$ cat config.mk
export PLATFORM = sky130hd
export DESIGN_NAME = pat_cell
export DESIGN_NICKNAME = d
export VERILOG_FILES = /design/src/hw/rtl/pat_pkg.sv /design/src/hw/rtl/pat_cell.sv
export SDC_FILE = /design/constraint.sdc
export NUM_CORES = 1
export LEC_CHECK = 0
export BUFFER_PORTS_ARGS = -buffer_cell sky130_fd_sc_hd__buf_2
export CAP_MARGIN = 20
export CORE_MARGIN = 4
export CORE_UTILIZATION = 39
export CTS_CLUSTER_SIZE = 10
export DETAILED_ROUTE_END_ITERATION = 16
export PLACE_DENSITY_LB_ADDON = 0.15
export SLEW_MARGIN = 30
export SYNTH_ARGS = -nofsm -noshare
export SYNTH_HDL_FRONTEND = slang
export SYNTH_SLANG_ARGS = --single-unit
export TNS_END_PERCENT = 5
$ cat constraint.sdc
create_clock -name clk -period 1.7 [get_ports clk]
set_input_delay 0.17 -clock clk [delete_from_list [all_inputs] [get_ports clk]]
set_output_delay 0.17 -clock clk [all_outputs]
set_load 0.03 [all_outputs]
$ cat src/hw/rtl/pat_pkg.sv
// Package for the positional array table: request, status and cell opcodes,
// controller states and the control bundle broadcast to the entry cells.
// No dependencies.
package pat_pkg;

    localparam int CAPACITY_DEF = 128;
    localparam int VAL_W        = 32;
    localparam int POS_W        = 8;

    typedef enum logic [2:0] {
        REQ_APPEND = 3'd0,
        REQ_SEARCH = 3'd1,
        REQ_INSERT = 3'd2,
        REQ_DELETE = 3'd3,
        REQ_UPDATE = 3'd4,
        REQ_READ   = 3'd5
    } req_t;

    typedef enum logic [1:0] {
        ST_OK       = 2'd0,
        ST_FULL     = 2'd1,
        ST_RANGE    = 2'd2,
        ST_NOTFOUND = 2'd3
    } status_t;

    typedef enum logic [2:0] {
        CO_HOLD,
        CO_INSERT,
        CO_DELETE,
        CO_WRITE,
        CO_LOAD_SEARCH,
        CO_LOAD_READ,
        CO_PASS
    } cell_op_t;

    typedef enum logic {
        FSM_IDLE,
        FSM_SCAN
    } fsm_t;

    typedef struct packed {
        cell_op_t                 op;
        logic signed [VAL_W-1:0]  value;
    } cell_ctl_t;

endpackage

$ cat src/hw/rtl/pat_cell.sv
// One entry cell of the positional array table chain.
// Holds one entry and one result token; besides the broadcast control, talks only to its two neighbors.
// Depends on pat_pkg.
module pat_cell
    import pat_pkg::*;
#(
    parameter int IDX    = 0,
    parameter int IDX_W  = 7,
    parameter int CNT_W  = 8
) (
    input  logic                     clk,
    input  logic                     rst_n,
    input  cell_ctl_t                ctl,
    input  logic [IDX_W-1:0]         idx,
    input  logic [CNT_W-1:0]         cnt,
    input  logic signed [VAL_W-1:0]  left_entry,
    input  logic signed [VAL_W-1:0]  right_entry,
    input  logic                     right_tok_vld,
    input  logic [VAL_W-1:0]         right_tok,
    output logic signed [VAL_W-1:0]  entry,
    output logic                     tok_vld,
    output logic [VAL_W-1:0]         tok
);

    localparam logic [IDX_W-1:0] MY_IDX = IDX_W'(IDX);
    localparam logic [CNT_W-1:0] MY_CNT = CNT_W'(IDX);
    localparam logic [VAL_W-1:0] MY_POS = VAL_W'(IDX + 1);

    logic signed [VAL_W-1:0] entry_reg;
    logic                    tok_vld_reg;
    logic [VAL_W-1:0]        tok_reg;

    // Entry storage: shifts toward the top on insert, toward cell 0 on delete.
    always_ff @(posedge clk)
    begin
        case (ctl.op)
            CO_INSERT:
            begin
                if (MY_IDX > idx)
                    entry_reg <= left_entry;
                else if (MY_IDX == idx)
                    entry_reg <= ctl.value;
            end
            CO_DELETE:
            begin
                if (MY_IDX >= idx)
                    entry_reg <= right_entry;
            end
            CO_WRITE:
            begin
                if (MY_IDX == idx)
                    entry_reg <= ctl.value;
            end
            default:
            begin
                entry_reg <= entry_reg;
            end
        endcase
    end

    // Result token: a valid token moves one cell toward cell 0 per pass
    // unless this cell already holds one, so the lowest valid cell wins.
    always_ff @(posedge clk or negedge rst_n)
    begin
        if (!rst_n)
        begin
            tok_vld_reg <= 1'b0;
        end
        else
        begin
            case (ctl.op)
                CO_LOAD_SEARCH: tok_vld_reg <= (MY_CNT < cnt) && (entry_reg == ctl.value);
                CO_LOAD_READ:   tok_vld_reg <= (MY_IDX == idx);
                CO_PASS:
                begin
                    if (!tok_vld_reg)
                        tok_vld_reg <= right_tok_vld;
                end
                default:        tok_vld_reg <= tok_vld_reg;
            endcase
        end
    end

    always_ff @(posedge clk)
    begin
        case (ctl.op)
            CO_LOAD_SEARCH: tok_reg <= MY_POS;
            CO_LOAD_READ:   tok_reg <= entry_reg;
            CO_PASS:
            begin
                if (!tok_vld_reg)
                    tok_reg <= right_tok;
            end
            default:        tok_reg <= tok_reg;
        endcase
    end

    assign entry   = entry_reg;
    assign tok_vld = tok_vld_reg;
    assign tok     = tok_reg;

endmodule

---- Yosys cells after proc, flatten, opt, wreduce, memory -nomap -nowiden ----
Index checks and enable logic that the tools add are counted.
word-level totals
  register bits after elaboration ......... 65
  input port bits ......................... 149
cells by class
  order comparisons ....................... 3
  eq/ne operators ......................... 9
  mux-type cells .......................... 8
  reduce and logical (&&, ||, !) cells .... 6
operators with widths
  cell                                                               count
  one-hot mux 32 bit (3 select lines)                                2
  2-to-1 mux 32 bit                                                  4
  == test 32 bit                                                     1
  == test 3 bit (second input constant)                              3
  < comparator 1 x 8 -> 1 bit (first input constant)                 1
  greater-or-equal comparator 1 x 7 -> 1 bit (first input constant)  1
  > comparator 1 x 7 -> 1 bit (first input constant)                 1
  zero test 7 bit                                                    1
  == test 3 x 2 -> 1 bit (second input constant)                     2
  nonzero test 3 bit                                                 2
  != test 2 bit (second input constant)                              2
  AND reduction 2 bit                                                2
  == test 3 x 1 -> 1 bit (second input constant)                     1
  one-hot mux 1 bit (3 select lines)                                 1
  logical AND 1 bit                                                  1
  2-to-1 mux 1 bit                                                   1

---- Logic depth before layout (Yosys ltp) ----
  word-level depth ........................ 4
  gate-level depth with buffers ........... 6

---- Worst setup path after synthesis ----
No wires, ideal clock.
  kind .................................... in2reg
  start ................................... input idx[3]
  end ..................................... register entry_reg[0], in the netlist entry[0] (enable)
  setup time .............................. 0.421 ns
  arrival ................................. 2.260 ns
  slack ................................... -0.981 ns
  cell stages on the path ................. 6
  path buffers ............................ 1
  path through ............................ nor4_2 > nand2_2 > buf_6 > clkinv_1 > a21oi_1 > nor2_1
between the ends
  cells in the longest elaborated chain, start to end .. 3
ends and longest elaborated chain
  element                                     line            RTL
  start: declaration                          pat_cell.sv:14  input logic [IDX_W-1:0] idx,
  greater-or-equal comparator 1 x 7 -> 1 bit  pat_cell.sv:46  if (MY_IDX >= idx)
  != test 2 bit (no source line)              -
  AND reduction 2 bit (no source line)        -
  end signal: assignment                      pat_cell.sv:47  entry_reg <= right_entry;
  end signal: assignment                      pat_cell.sv:52  entry_reg <= ctl.value;
  end signal: assignment                      pat_cell.sv:56  entry_reg <= entry_reg;
  end: declaration                            pat_cell.sv:29  logic signed [VAL_W-1:0] entry_reg;
Every way passes these cells.
A chain may end at the register's enable or synchronous reset.

---- Worst setup path after layout ----
  start ................................... register entry_reg[31], in the netlist entry[31]
  end ..................................... register tok_vld_reg, in the netlist tok_vld
between the ends
  cells in the longest elaborated chain, start to end .. 3
ends and longest elaborated chain
  element                             line            RTL
  start signal: assignment            pat_cell.sv:40  entry_reg <= left_entry;
  start signal: assignment            pat_cell.sv:42  entry_reg <= ctl.value;
  start signal: assignment            pat_cell.sv:47
  == test 32 bit                      pat_cell.sv:72  CO_LOAD_SEARCH: tok_vld_reg <= (MY_CNT < cnt) && (entry_reg == ctl.value);
  logical AND 1 bit                   pat_cell.sv:72
  one-hot mux 1 bit (3 select lines)  pat_cell.sv:71  case (ctl.op)
  end signal: assignment              pat_cell.sv:72
  end signal: assignment              pat_cell.sv:73  CO_LOAD_READ: tok_vld_reg <= (MY_IDX == idx);
  end signal: assignment              pat_cell.sv:77  tok_vld_reg <= right_tok_vld;
  end: declaration                    pat_cell.sv:30  logic tok_vld_reg;
Every way passes these cells.

==> results.toml <==
[logic_synthesis]
synth-seq-area-share_pct = 56.81
yosysTopAreaCell = "edfxtp_1"
syn_area_um2 = 3427
synth_edf_count = 64
syn_nets = 424
synth_seq_cells = 65
synth_common_cells = "edfxtp_1 (64), nand2_1 (34), mux2i_1 (32), a22o_1 (31), o21ai_1 (30)"
ys_async_sr_fraction_pct = 1.538
yosys-top-cells-area = "edfxtp_1 (56%), mux2i_1 (9.3%), a22o_1 (7.9%)"
synth_cells = 275
yosysMostFrequentCell = "edfxtp_1"
synth_cell_types = 27
synth_flop_cell = "edfxtp_1"
synth_top_area_share_pct = 56.08
yosysWarnings = 0
synth.avg_cell_area_um2 = 12.46

[setup_path]
endpoint = "tok_vld"
worstSetupStartpoint = "entry[31]"
end_kind = "flip-flop"
cp_max_fo = 4
worstPathArrival_ps = 1820
reg2reg_depth = 5
timing.rr.start = "entry[31]"
worst_r2r_endpoint = "tok_vld"
r2r_slack_ps = 140
start_kind = "flip-flop"
crit_type = "flip-flop to flip-flop"
cp.required_ps = 1960

[timing]
setup_violations = 0
fmax_mhz = 642.6
finalClockSkew_ps = 9.629
finalMaxSlewViolations = 0
fin_hold_ws_ps = 111.7
hold_viol_final = 0
rsz0062_at_grt = "no"
worst_pin_slew_ps = 424.6
fin_crit_ps = 1556
relSlewSlack_pct = 71.44
fin_crit_sh_pct = 91.54

[drt]
drt_first_iter_violations = 92
vias = 2921
drtAntennaViolNets = 0
routedWlPerCell_um = 18.19
viasPerCell = 5.107
drcViolationCount = 0
drt_pass1_iterations = 4
wirelength_mm = 10.41

[power_and_ir_drop]
p_leak_nw = 2.153
vdd_drop_max_mv = 0.4044
p_total_mw = 3.920
power.density_nw_per_um2 = 833.1

[floorplan]
start_util_pct = 40.89
die_width_um = 101.7
core_um2 = 8382
num_io_pins = 214
num_rows = 33
die_area_um2 = 10350
fp.dieH_um = 101.7

[cells_and_area]
multi_input_area_um2 = 1396
synthToLayoutAreaGrowth_pct = 37.31
final_util_pct = 56.14
drive_above_1_share_pct = 45.61
num_antenna_cells = 0
fin_nets = 611
regArea_um2 = 1947
fillers = 769

[grt]
grt_pass1_vias = 2979
grt_pass1_wl_mm = 15.73
groute.usage.overall_pct = 20.28
grt_remaining_overflow = 0
grt_max_degree = 49
antenna_found_initial = 0

[clocking]
cts_made_buffers = 9
tritoncts = "built"
cts.sinks = 65
cts-root-buf = "clkbuf_8"
cts_max_path_buffers = 2
clkTransAtPathRegs_ps = 80
clkLatencyLatePin_ps = 340
htree_levels = 3

[place]
portBuffers = 181
place_congestion = 0.7726
dp_hpwl_mm = 7.922

[run]
drv_cap = 0

[status]
outcome = "completed"

[min_path]
whs_path_depth = 3
holdCritPathClass = "primary input to flip-flop"
[report_power, final]
| part | internal [mW] | switching (mW) | leakage [nW] |
|---|---|---|---|
| combinational | 0.293 | 0.429 | 1.44 |
| clock | 0.671 | 0.600 | 0.0918 |
| sequential | 1.87 | 0.0555 | 0.625 |
[stage by stage]
| stage | setup TNS [ps] | instance area, um2 | worst slack, ps | cells |
|---|---|---|---|---|
| finish | 0 | 4706 | 143.8 | 572 |
| global placement | 0 | 4517 | 154.2 | 555 |
| CTS | 0 | 4706 | 108.8 | 572 |
| floorplan | -2213 | 3465 | -69.15 | 275 |
| detailed placement | 0 | 4517 | 123.0 | 555 |
| global route | 0 | 4706 | 7.993 | 572 |
[how the worst min path moves through the flow]
stage	start	endpoint	slack, ps
after floorplan	rst_n	tok_vld	-130
after global placement	rst_n	tok_vld	-50
after detailed placement	rst_n	tok_vld	-50
after CTS	right_entry[7]	entry[7]	100
after global routing	right_entry[4]	entry[4]	100
final	right_entry[6]	entry[6]	110
[kinds of logic after synthesis]
logic type,Yosys count,synth area share [%]
compound gates,72,14.28
flops,65,56.81
simple gates,55,8.105
xor+xnor,32,8.178
mux,32,9.347
buf+inv,19,3.286
[critical path: stages (launching register included)]
cell	delay [ps]
edfxtp_1	450
xnor2_1	230
nand4_1	170
nor3_1	300
nand4_1	170
a21oi_1	160
[cell type report]
| class | count | share of cell area (%) |
|---|---|---|
| sequential | 65 | 41.37 |
| inverter | 1 | 0.1861 |
| multi-input combinational | 191 | 29.67 |
| timing repair buffer | 194 | 22.17 |
| clock buffer | 12 | 2.872 |
| clock inverter | 4 | 0.9306 |
| tap | 105 | 2.792 |
[what timing repair did]
item                                    CTS  global route
buffers inserted                          0             0
endpoints found under the setup margin    0             0
resized for setup                         0             0
hold endpoints to repair                  1             0
hold buffers                              1             0
[layout by cell type (no fill, tap or decap), types with 2 or more instances in the layout]
master / n
clkinv_2: 2
xnor2_1: 28
mux2i_1: 32
buf_12: 3
a22o_1: 31
nor4_1: 4
nor3_1: 2
clkbuf_8: 9
and3b_1: 2
o21ai_1: 30
nand4_1: 8
clkbuf_1: 3
edfxtp_1: 64
xor2_1: 4
a21oi_1: 3
buf_2: 181
buf_4: 9
o21ai_0: 4
nand2_1: 34
[layer usage]
layer | vias to the layer above | share of wire [%] | track usage, %
met5 | - | 0 | 0
met4 | 0 | 0.81 | 5.419
met3 | 6 | 7.9 | 5.234
met2 | 112 | 50 | 34.26
met1 | 1380 | 41 | 25.87
li1 | 1423 | - | -
Power figures use the tool's default switching activity.
