--- config.mk ---
export PLATFORM = sky130hd
export DESIGN_NAME = pat_ctrl
export DESIGN_NICKNAME = d
export VERILOG_FILES = /design/src/hw/rtl/pat_pkg.sv /design/src/hw/rtl/pat_ctrl.sv
export SDC_FILE = /design/constraint.sdc
export NUM_CORES = 1
export LEC_CHECK = 0
export BUFFER_PORTS_ARGS = -buffer_cell sky130_fd_sc_hd__buf_2
export CAP_MARGIN = 40
export CORE_MARGIN = 2
export CORE_UTILIZATION = 49
export CTS_CLUSTER_SIZE = 14
export DETAILED_ROUTE_END_ITERATION = 6
export GPL_ROUTABILITY_DRIVEN = 0
export PLACE_DENSITY = 0.83
export SYNTH_ARGS = -nofsm -noshare
export SYNTH_HDL_FRONTEND = slang
export SYNTH_SLANG_ARGS = --single-unit
--- constraint.sdc ---
create_clock -name clk -period 4.3 [get_ports clk]
set_input_delay 0.215 -clock clk [delete_from_list [all_inputs] [get_ports clk]]
set_output_delay 0.215 -clock clk [all_outputs]
set_load 0.01 [all_outputs]
--- src/hw/rtl/pat_pkg.sv ---
// Package for the positional array table: request, status and cell opcodes,
// controller states and the control bundle broadcast to the entry cells.
// No dependencies.
package pat_pkg;

    localparam int CAPACITY_DEF = 128;
    localparam int VAL_W        = 32;
    localparam int POS_W        = 8;

    typedef enum logic [2:0] {
        REQ_APPEND = 3'd0,
        REQ_SEARCH = 3'd1,
        REQ_INSERT = 3'd2,
        REQ_DELETE = 3'd3,
        REQ_UPDATE = 3'd4,
        REQ_READ   = 3'd5
    } req_t;

    typedef enum logic [1:0] {
        ST_OK       = 2'd0,
        ST_FULL     = 2'd1,
        ST_RANGE    = 2'd2,
        ST_NOTFOUND = 2'd3
    } status_t;

    typedef enum logic [2:0] {
        CO_HOLD,
        CO_INSERT,
        CO_DELETE,
        CO_WRITE,
        CO_LOAD_SEARCH,
        CO_LOAD_READ,
        CO_PASS
    } cell_op_t;

    typedef enum logic {
        FSM_IDLE,
        FSM_SCAN
    } fsm_t;

    typedef struct packed {
        cell_op_t                 op;
        logic signed [VAL_W-1:0]  value;
    } cell_ctl_t;

endpackage

--- src/hw/rtl/pat_ctrl.sv ---
// Request controller of the positional array table: range checks, live count,
// cell command sequencing and the result register.
// Depends on pat_pkg.
module pat_ctrl
    import pat_pkg::*;
#(
    parameter int CAPACITY = CAPACITY_DEF,
    parameter int IDX_W    = $clog2(CAPACITY),
    parameter int CNT_W    = $clog2(CAPACITY + 1)
) (
    input  logic                     clk,
    input  logic                     rst_n,
    input  logic                     in_valid,
    output logic                     in_ready,
    input  logic [2:0]               in_req,
    input  logic [POS_W-1:0]         in_pos,
    input  logic signed [VAL_W-1:0]  in_value,
    output logic                     out_valid,
    input  logic                     out_ready,
    output status_t                  out_status,
    output logic [7:0]               out_found,
    output logic signed [VAL_W-1:0]  out_read,
    output logic [7:0]               out_count,
    output cell_ctl_t                ctl,
    output logic [IDX_W-1:0]         idx,
    output logic [CNT_W-1:0]         cnt,
    input  logic                     tok0_vld,
    input  logic [VAL_W-1:0]         tok0
);

    localparam int CMP_W = ((CNT_W > POS_W) ? CNT_W : POS_W) + 1;
    localparam logic [CNT_W-1:0] CAP_CNT = CNT_W'(CAPACITY);

    fsm_t                    state_reg, state_next;
    logic [CNT_W-1:0]        cnt_reg;
    logic [CNT_W-1:0]        scan_reg;
    logic                    search_reg;
    logic                    out_vld_reg;
    status_t                 status_reg;
    logic [7:0]              found_reg;
    logic signed [VAL_W-1:0] read_reg;
    logic [7:0]              count_reg;

    logic                    accept;
    logic [CMP_W-1:0]        pos_w;
    logic [CMP_W-1:0]        cnt_w;
    logic [IDX_W-1:0]        pos_m1;
    logic                    full;
    logic                    pos_ok;
    logic                    ins_ok;
    logic                    scan_done;

    cell_op_t                dec_op;
    logic [IDX_W-1:0]        dec_idx;
    status_t                 dec_status;
    logic [CNT_W-1:0]        dec_cnt;
    logic                    dec_scan;
    logic [CNT_W-1:0]        dec_scan_len;

    assign accept    = in_valid && in_ready;
    assign pos_w     = CMP_W'(in_pos);
    assign cnt_w     = CMP_W'(cnt_reg);
    assign pos_m1    = IDX_W'(pos_w - CMP_W'(1));
    assign full      = (cnt_reg == CAP_CNT);
    assign pos_ok    = (in_pos != '0) && (pos_w <= cnt_w);
    assign ins_ok    = (in_pos != '0) && (pos_w <= cnt_w + CMP_W'(1));
    assign scan_done = (state_reg == FSM_SCAN) && (scan_reg == '0);

    // Request decode against the current live count.
    always_comb
    begin
        dec_op       = CO_HOLD;
        dec_idx      = pos_m1;
        dec_status   = ST_OK;
        dec_cnt      = cnt_reg;
        dec_scan     = 1'b0;
        dec_scan_len = '0;
        case (req_t'(in_req))
            REQ_APPEND:
            begin
                if (full)
                    dec_status = ST_FULL;
                else
                begin
                    dec_op  = CO_INSERT;
                    dec_idx = cnt_reg[IDX_W-1:0];
                    dec_cnt = cnt_reg + CNT_W'(1);
                end
            end
            REQ_SEARCH:
            begin
                if (cnt_reg == '0)
                    dec_status = ST_NOTFOUND;
                else
                begin
                    dec_op       = CO_LOAD_SEARCH;
                    dec_scan     = 1'b1;
                    dec_scan_len = cnt_reg - CNT_W'(1);
                end
            end
            REQ_INSERT:
            begin
                if (full)
                    dec_status = ST_FULL;
                else if (!ins_ok)
                    dec_status = ST_RANGE;
                else
                begin
                    dec_op  = CO_INSERT;
                    dec_cnt = cnt_reg + CNT_W'(1);
                end
            end
            REQ_DELETE:
            begin
                if (!pos_ok)
                    dec_status = ST_RANGE;
                else
                begin
                    dec_op  = CO_DELETE;
                    dec_cnt = cnt_reg - CNT_W'(1);
                end
            end
            REQ_UPDATE:
            begin
                if (!pos_ok)
                    dec_status = ST_RANGE;
                else
                    dec_op = CO_WRITE;
            end
            REQ_READ:
            begin
                if (!pos_ok)
                    dec_status = ST_RANGE;
                else
                begin
                    dec_op       = CO_LOAD_READ;
                    dec_scan     = 1'b1;
                    dec_scan_len = CNT_W'(pos_m1);
                end
            end
            default:
            begin
                dec_op = CO_HOLD;
            end
        endcase
    end

    // Next state.
    always_comb
    begin
        state_next = state_reg;
        case (state_reg)
            FSM_IDLE:
            begin
                if (accept && dec_scan)
                    state_next = FSM_SCAN;
            end
            FSM_SCAN:
            begin
                if (scan_reg == '0)
                    state_next = FSM_IDLE;
            end
            default:
            begin
                state_next = FSM_IDLE;
            end
        endcase
    end

    // State outputs: handshake and cell command.
    always_comb
    begin
        in_ready  = 1'b0;
        ctl.op    = CO_HOLD;
        ctl.value = in_value;
        case (state_reg)
            FSM_IDLE:
            begin
                in_ready = !out_vld_reg || out_ready;
                if (accept)
                    ctl.op = dec_op;
            end
            FSM_SCAN:
            begin
                if (scan_reg != '0)
                    ctl.op = CO_PASS;
            end
            default:
            begin
                in_ready = 1'b0;
            end
        endcase
    end

    assign idx = dec_idx;
    assign cnt = cnt_reg;

    always_ff @(posedge clk or negedge rst_n)
    begin
        if (!rst_n)
        begin
            state_reg   <= FSM_IDLE;
            cnt_reg     <= '0;
            scan_reg    <= '0;
            search_reg  <= 1'b0;
            out_vld_reg <= 1'b0;
        end
        else
        begin
            state_reg <= state_next;
            if (accept)
            begin
                cnt_reg    <= dec_cnt;
                scan_reg   <= dec_scan_len;
                search_reg <= (req_t'(in_req) == REQ_SEARCH);
            end
            else if ((state_reg == FSM_SCAN) && (scan_reg != '0))
            begin
                scan_reg <= scan_reg - CNT_W'(1);
            end

            if ((accept && !dec_scan) || scan_done)
                out_vld_reg <= 1'b1;
            else if (out_ready)
                out_vld_reg <= 1'b0;
        end
    end

    // Result payload.
    always_ff @(posedge clk)
    begin
        if (accept && !dec_scan)
        begin
            status_reg <= dec_status;
            found_reg  <= '0;
            read_reg   <= '0;
            count_reg  <= 8'(dec_cnt);
        end
        else if (scan_done)
        begin
            status_reg <= (search_reg && !tok0_vld) ? ST_NOTFOUND : ST_OK;
            found_reg  <= (search_reg && tok0_vld) ? tok0[7:0] : 8'd0;
            read_reg   <= search_reg ? '0 : $signed(tok0);
            count_reg  <= 8'(cnt_reg);
        end
    end

    assign out_valid  = out_vld_reg;
    assign out_status = status_reg;
    assign out_found  = found_reg;
    assign out_read   = read_reg;
    assign out_count  = count_reg;

endmodule

Word level (Yosys, flattened, before mapping)
Cells that the tools add are included.

storage, ports and cells
  flip-flop bits (word level) = 69
  input bits = 80
  output and inout bits = 102
  word-level logic and storage cells = 91

operators by class
  $add $sub $neg = 5
  magnitude comparators = 2
  equality and inequality tests = 6
  mux-type cells = 45
  bitwise logic cells = 1
  reduce and logical (&&, ||, !) cells = 23

operator list
  cell                 count
  $mux 8               10
  $mux 32              1
  $pmux 8 s3           1
  $mux 7               3
  $mux 2               9
  $pmux 3 s6           1
  $logic_not 8->1      2
  $pmux 8 s2           1
  $reduce_bool 8->1    2
  $sub 8x1->8 const B  2
  $mux 3               4
  $mux 1               11
  $add 8x1->9 const B  1
  $le 8x9->1           1
  $logic_and 1x1->1    9
  $add 8x1->8 const B  1
  $eq 8x8->1 const B   1
  $le 8x8->1           1
  $pmux 2 s4           1
  $sub 7x1->7 const B  1
  $eq 3x2->1 const B   2
  $eq 3x3->1 const B   2
  $pmux 3 s2           1
  $reduce_bool 2->1    3
  7 further kinds      11

Logic depth before layout (Yosys ltp)
  word-level depth = 8
  gate-level depth with buffers = 14
  depth with buffers taken out = 12

Least setup slack after synthesis
No wires, ideal clock.

  path type = reg2reg
  start point = register cnt_reg[0] (netlist: cnt[0])
  end point = register count_reg[6] (netlist: out_count[6]) (data pin)
  library setup time = 0.270 ns
  arrival = 3.047 ns
  required time = 4.030 ns
  setup slack = 0.983 ns
  stages on the path, launching flop included = 14
  path buffers = 1
  period minus slack after synthesis = 3.317 ns
  cells stage by stage = dfrtp_1 inv_1 nor3_1 nand3_1 xnor2_1 ha_1 nand3_1 o221a_2 a2111oi_1 or4b_4 buf_6 nor2_1 a221oi_1 mux2i_1

between the ends
  longest elaborated chain between the ends = 7
  elaborated cells on any way between the ends = 20
  those cells by class = add/sub: 3; order compare: 2; eq/ne: 1; mux: 9; reduce/logical: 5

RTL lines
  what                                                    RTL line                          source
  from (decl)                                             pat_ctrl.sv:35                    logic [CNT_W-1:0] cnt_reg;
  from (signal assigned)                                  pat_ctrl.sv:213                   cnt_reg <= dec_cnt;
  $add 8x1->9 / $le 8x8->1 (equally long branches)        pat_ctrl.sv:66, pat_ctrl.sv:65
  $le 8x9->1 / $logic_and 1x1->1 (equally long branches)  pat_ctrl.sv:66, pat_ctrl.sv:65
  $logic_and 1x1->1 / $mux 1 (equally long branches)      pat_ctrl.sv:66, pat_ctrl.sv:132
  $mux 8 / $pmux 1 s2 (equally long branches)             pat_ctrl.sv:105, pat_ctrl.sv:78
  $mux 8 / $logic_not 1->1 (equally long branches)        pat_ctrl.sv:103, pat_ctrl.sv:232
  $pmux 8 s3 / $logic_and 1x1->1 (equally long branches)  pat_ctrl.sv:78, pat_ctrl.sv:232
  $mux 8 *                                                pat_ctrl.sv:232                   if (accept && !dec_scan)
  to (signal assigned)                                    pat_ctrl.sv:237                   count_reg <= 8'(dec_cnt);
  to (signal assigned)                                    pat_ctrl.sv:244                   count_reg <= 8'(cnt_reg);
  to (decl)                                               pat_ctrl.sv:42                    logic [7:0] count_reg;

Mark *: on every way between the ends. The rest lies on a longest branch, timed or not.
A chain may end at the register's enable or synchronous reset.

==> flow_summary.ini <==
[run_status]
status = completed

[yosys]
synth_cell_types = 67
synthesis.nets = 630
synth.yosys.warnings = 0
synth_edf_count = 10
yosysTopAreaCell = dfxtp_1
synthArstFlopShare_pct = 27.5
ys_seq_area_share_pct = 35.8
synth_most_common_cell = a21oi_1
synth_area_per_cell_um2 = 8.33
synth_seq_cells = 69
syn_area_um2 = 4400
synth_common_cells = a21oi_1 (62), nor2_1 (59), dfxtp_1 (40)
synth-main-ff-cell = dfxtp_1
netlist.area_leader.share_pct = 18.2
syn_inst = 529
synth_area_leaders = dfxtp_1 (18%), dfrtp_1 (11%), a21oi_1 (7.0%)

[sta]
setup_violations = 0
finalCritPeriodShare_pct = 97.0
max_freq_ghz = 0.240
worst_slew_pin_slew_ps = 898
setup_tns_ps = 0
slew_headroom_pct = 39.6
drv_slew = 0
period_minus_slack_ps = 4170
rsz0062_at_grt = no
timing_hold_violations_final = 0
fin_skew_ps = 12.5

[floorplan]
die_h_um = 98.8
die_x_um = 98.8
core_region_area_um2 = 8720
die_area_um2 = 9760
start_util_pct = 50.5
fp-row-count = 34
ios = 182

[global_routing]
grtUsageMet3_pct = 5.11
grt_overflow_total = 0
grt_start_max_net_pins = 59
gr-usage-met2_pct = 41.7
globalRoute.busiestLayer = met2
use_met1_pct = 30.6
antenna_found_initial = 1
grt_pass1_wl_um = 19900
grt_pass1_vias = 4131
grt.total_usage_pct = 25.1

[place]
io_buffers = 117
hpwl_um = 9410
dp.cells = 695

[clock_tree]
numCtsBuffers = 9
clock-sinks = 69
h-tree-depth = 3
cts-root-buf = clkbuf_8
clk_pin_slew_worst_paths_ps = 90
clock_latency_ps = 350
clockBufferDepth = 2
post_cts_buffers = 0
cts_tree = built

[setup_path]
required_ps = 4090
crit_arrival_ps = 3960
worst-setup-path-type = flop to output pin
crit_path_max_fanout = 11
endpoint_kind = output pin
crit_chain = inv_1, nor3_2, nand3_1, xnor2_1, ha_1, nand3_1, nor3_1, a2111oi_1, or4b_4, nor2_1, inv_1, a221oi_2, buf_2
critPathMaxStageDelay_ps = 580
slowest_stage = or4b_4
critPathLaunchType = flop
cp_top_family = simple AND/OR/NAND/NOR gates
path_buf_inv = 3

[final_layout]
final-instance-count-excl-fill = 712
layout-drive-gt1-share_pct = 26.7
diodes = 0
area_growth_pct = 13.7
regArea_um2 = 1580
largest_reg_flops = 32
multi_input_area_um2 = 2380
fin_nets = 700
fillCellCount = 781

[routing]
dr.pass1.iters = 6
wl_per_cell_um = 17.7
drtIter0Drc = 447
ant_nets = 0
wirelength_um = 12600
drc = 0
via_per_inst = 6.13
num_vias = 4363

[power]
irDropWorstVdd_mv = 0.384
power_density_nw_per_um2 = 618
leakage_nw = 2.18
p_total_mw = 3.09

[hold_path]
hold_class = input pin to flop

[flow_run]
max_cap_violations = 0
==> metal layers <==
| layer | up-vias | share of wire [%] |
|---|---|---|
| li1 | 1998 | - |
| met1 | 2035 | 39 |
| met2 | 253 | 48 |
| met3 | 75 | 8.1 |
| met4 | 2 | 4.7 |
| met5 | - | 0.10 |
==> kinds of logic after synthesis <==
group                    share of synthesized area (%)
multiplexers                                     0.455
flip-flops                                        35.8
AND/OR/NAND/NOR                                   24.5
XOR/XNOR                                          3.78
buffers and inverters                             10.3
AO/OA/AOI/OAI                                     19.2
adder cells (fa/ha/maj)                           5.97
==> cell type report <==
type	count	area share, %
Sequential cell	69	31.5
Inverter	19	1.42
Clock inverter	4	0.650
Multi-Input combinational cell	379	47.6
Timing Repair Buffer	121	12.3
Tap cell	108	2.70
Clock buffer	12	3.75
==> cell usage in the layout, fill, tap and decap left out, types with 18 or more instances in the layout <==
| cell | instances |
|---|---|
| buf_2 | 117 |
| dfrtp_1 | 18 |
| a21oi_1 | 62 |
| nand2_1 | 37 |
| nor3b_1 | 35 |
| ha_1 | 21 |
| dfxtp_1 | 40 |
| inv_1 | 18 |
| nor2_1 | 59 |
| o21ai_0 | 22 |
==> path summary, 6_finish.rpt <==
| check | from | end | cells past startpoint | slack [ps] |
|---|---|---|---|---|
| min in group asynchronous | rst_n | cnt[0]$_DFFE_PN0P_ | 2 | 360 |
| worst min register to register | out_found[7]$_SDFFE_PP0P_ | out_found[7]$_SDFFE_PP0P_ | 2 | 450 |
| worst max register to register | cnt[0]$_DFFE_PN0P_ | out_count[6]$_DFFE_PP_ | 12 | 580 |
| worst min-delay path | tok0[5] | out_found[5]$_SDFFE_PP0P_ | 3 | 150 |
| max in group asynchronous | rst_n | cnt[2]$_DFFE_PN0P_ | 2 | 3550 |
| worst max-delay path | cnt[0]$_DFFE_PN0P_ | ctl[32] | 13 | 130 |
==> worst min-delay path, stage by stage <==
cell and delay (ps):
buf_2 100, nand4_1 80, a21oi_1 60
==> repair_timing <==
item,4_1_cts,5_1_grt
hold buffers,1,0
endpoints found under the hold margin,19,0
resized for setup,0,2
endpoints found under the setup margin,0,1
==> power breakdown <==
group	internal (mW)	switching (mW)	leakage, nW
registers	0.874	0.180	0.659
logic	0.559	0.910	1.40
clock network	0.301	0.269	0.114
total	1.73	1.36	2.18
==> stage by stage <==
| step | cell area (µm²) | setup WS (ps) | util, % | hold WS, ps |
|---|---|---|---|---|
| after global routing | 5010 | 23.2 | 57.4 | 152 |
| after detailed placement | 4770 | 502 | 54.7 | 214 |
| after CTS | 5000 | 117 | 57.3 | 144 |
| final | 5010 | 130 | 57.4 | 146 |
| after global placement | 4770 | 681 | 54.7 | 199 |
| after floorplan | 4400 | 983 | - | -80.6 |
Note: power is estimated with default switching activity, not from simulation.
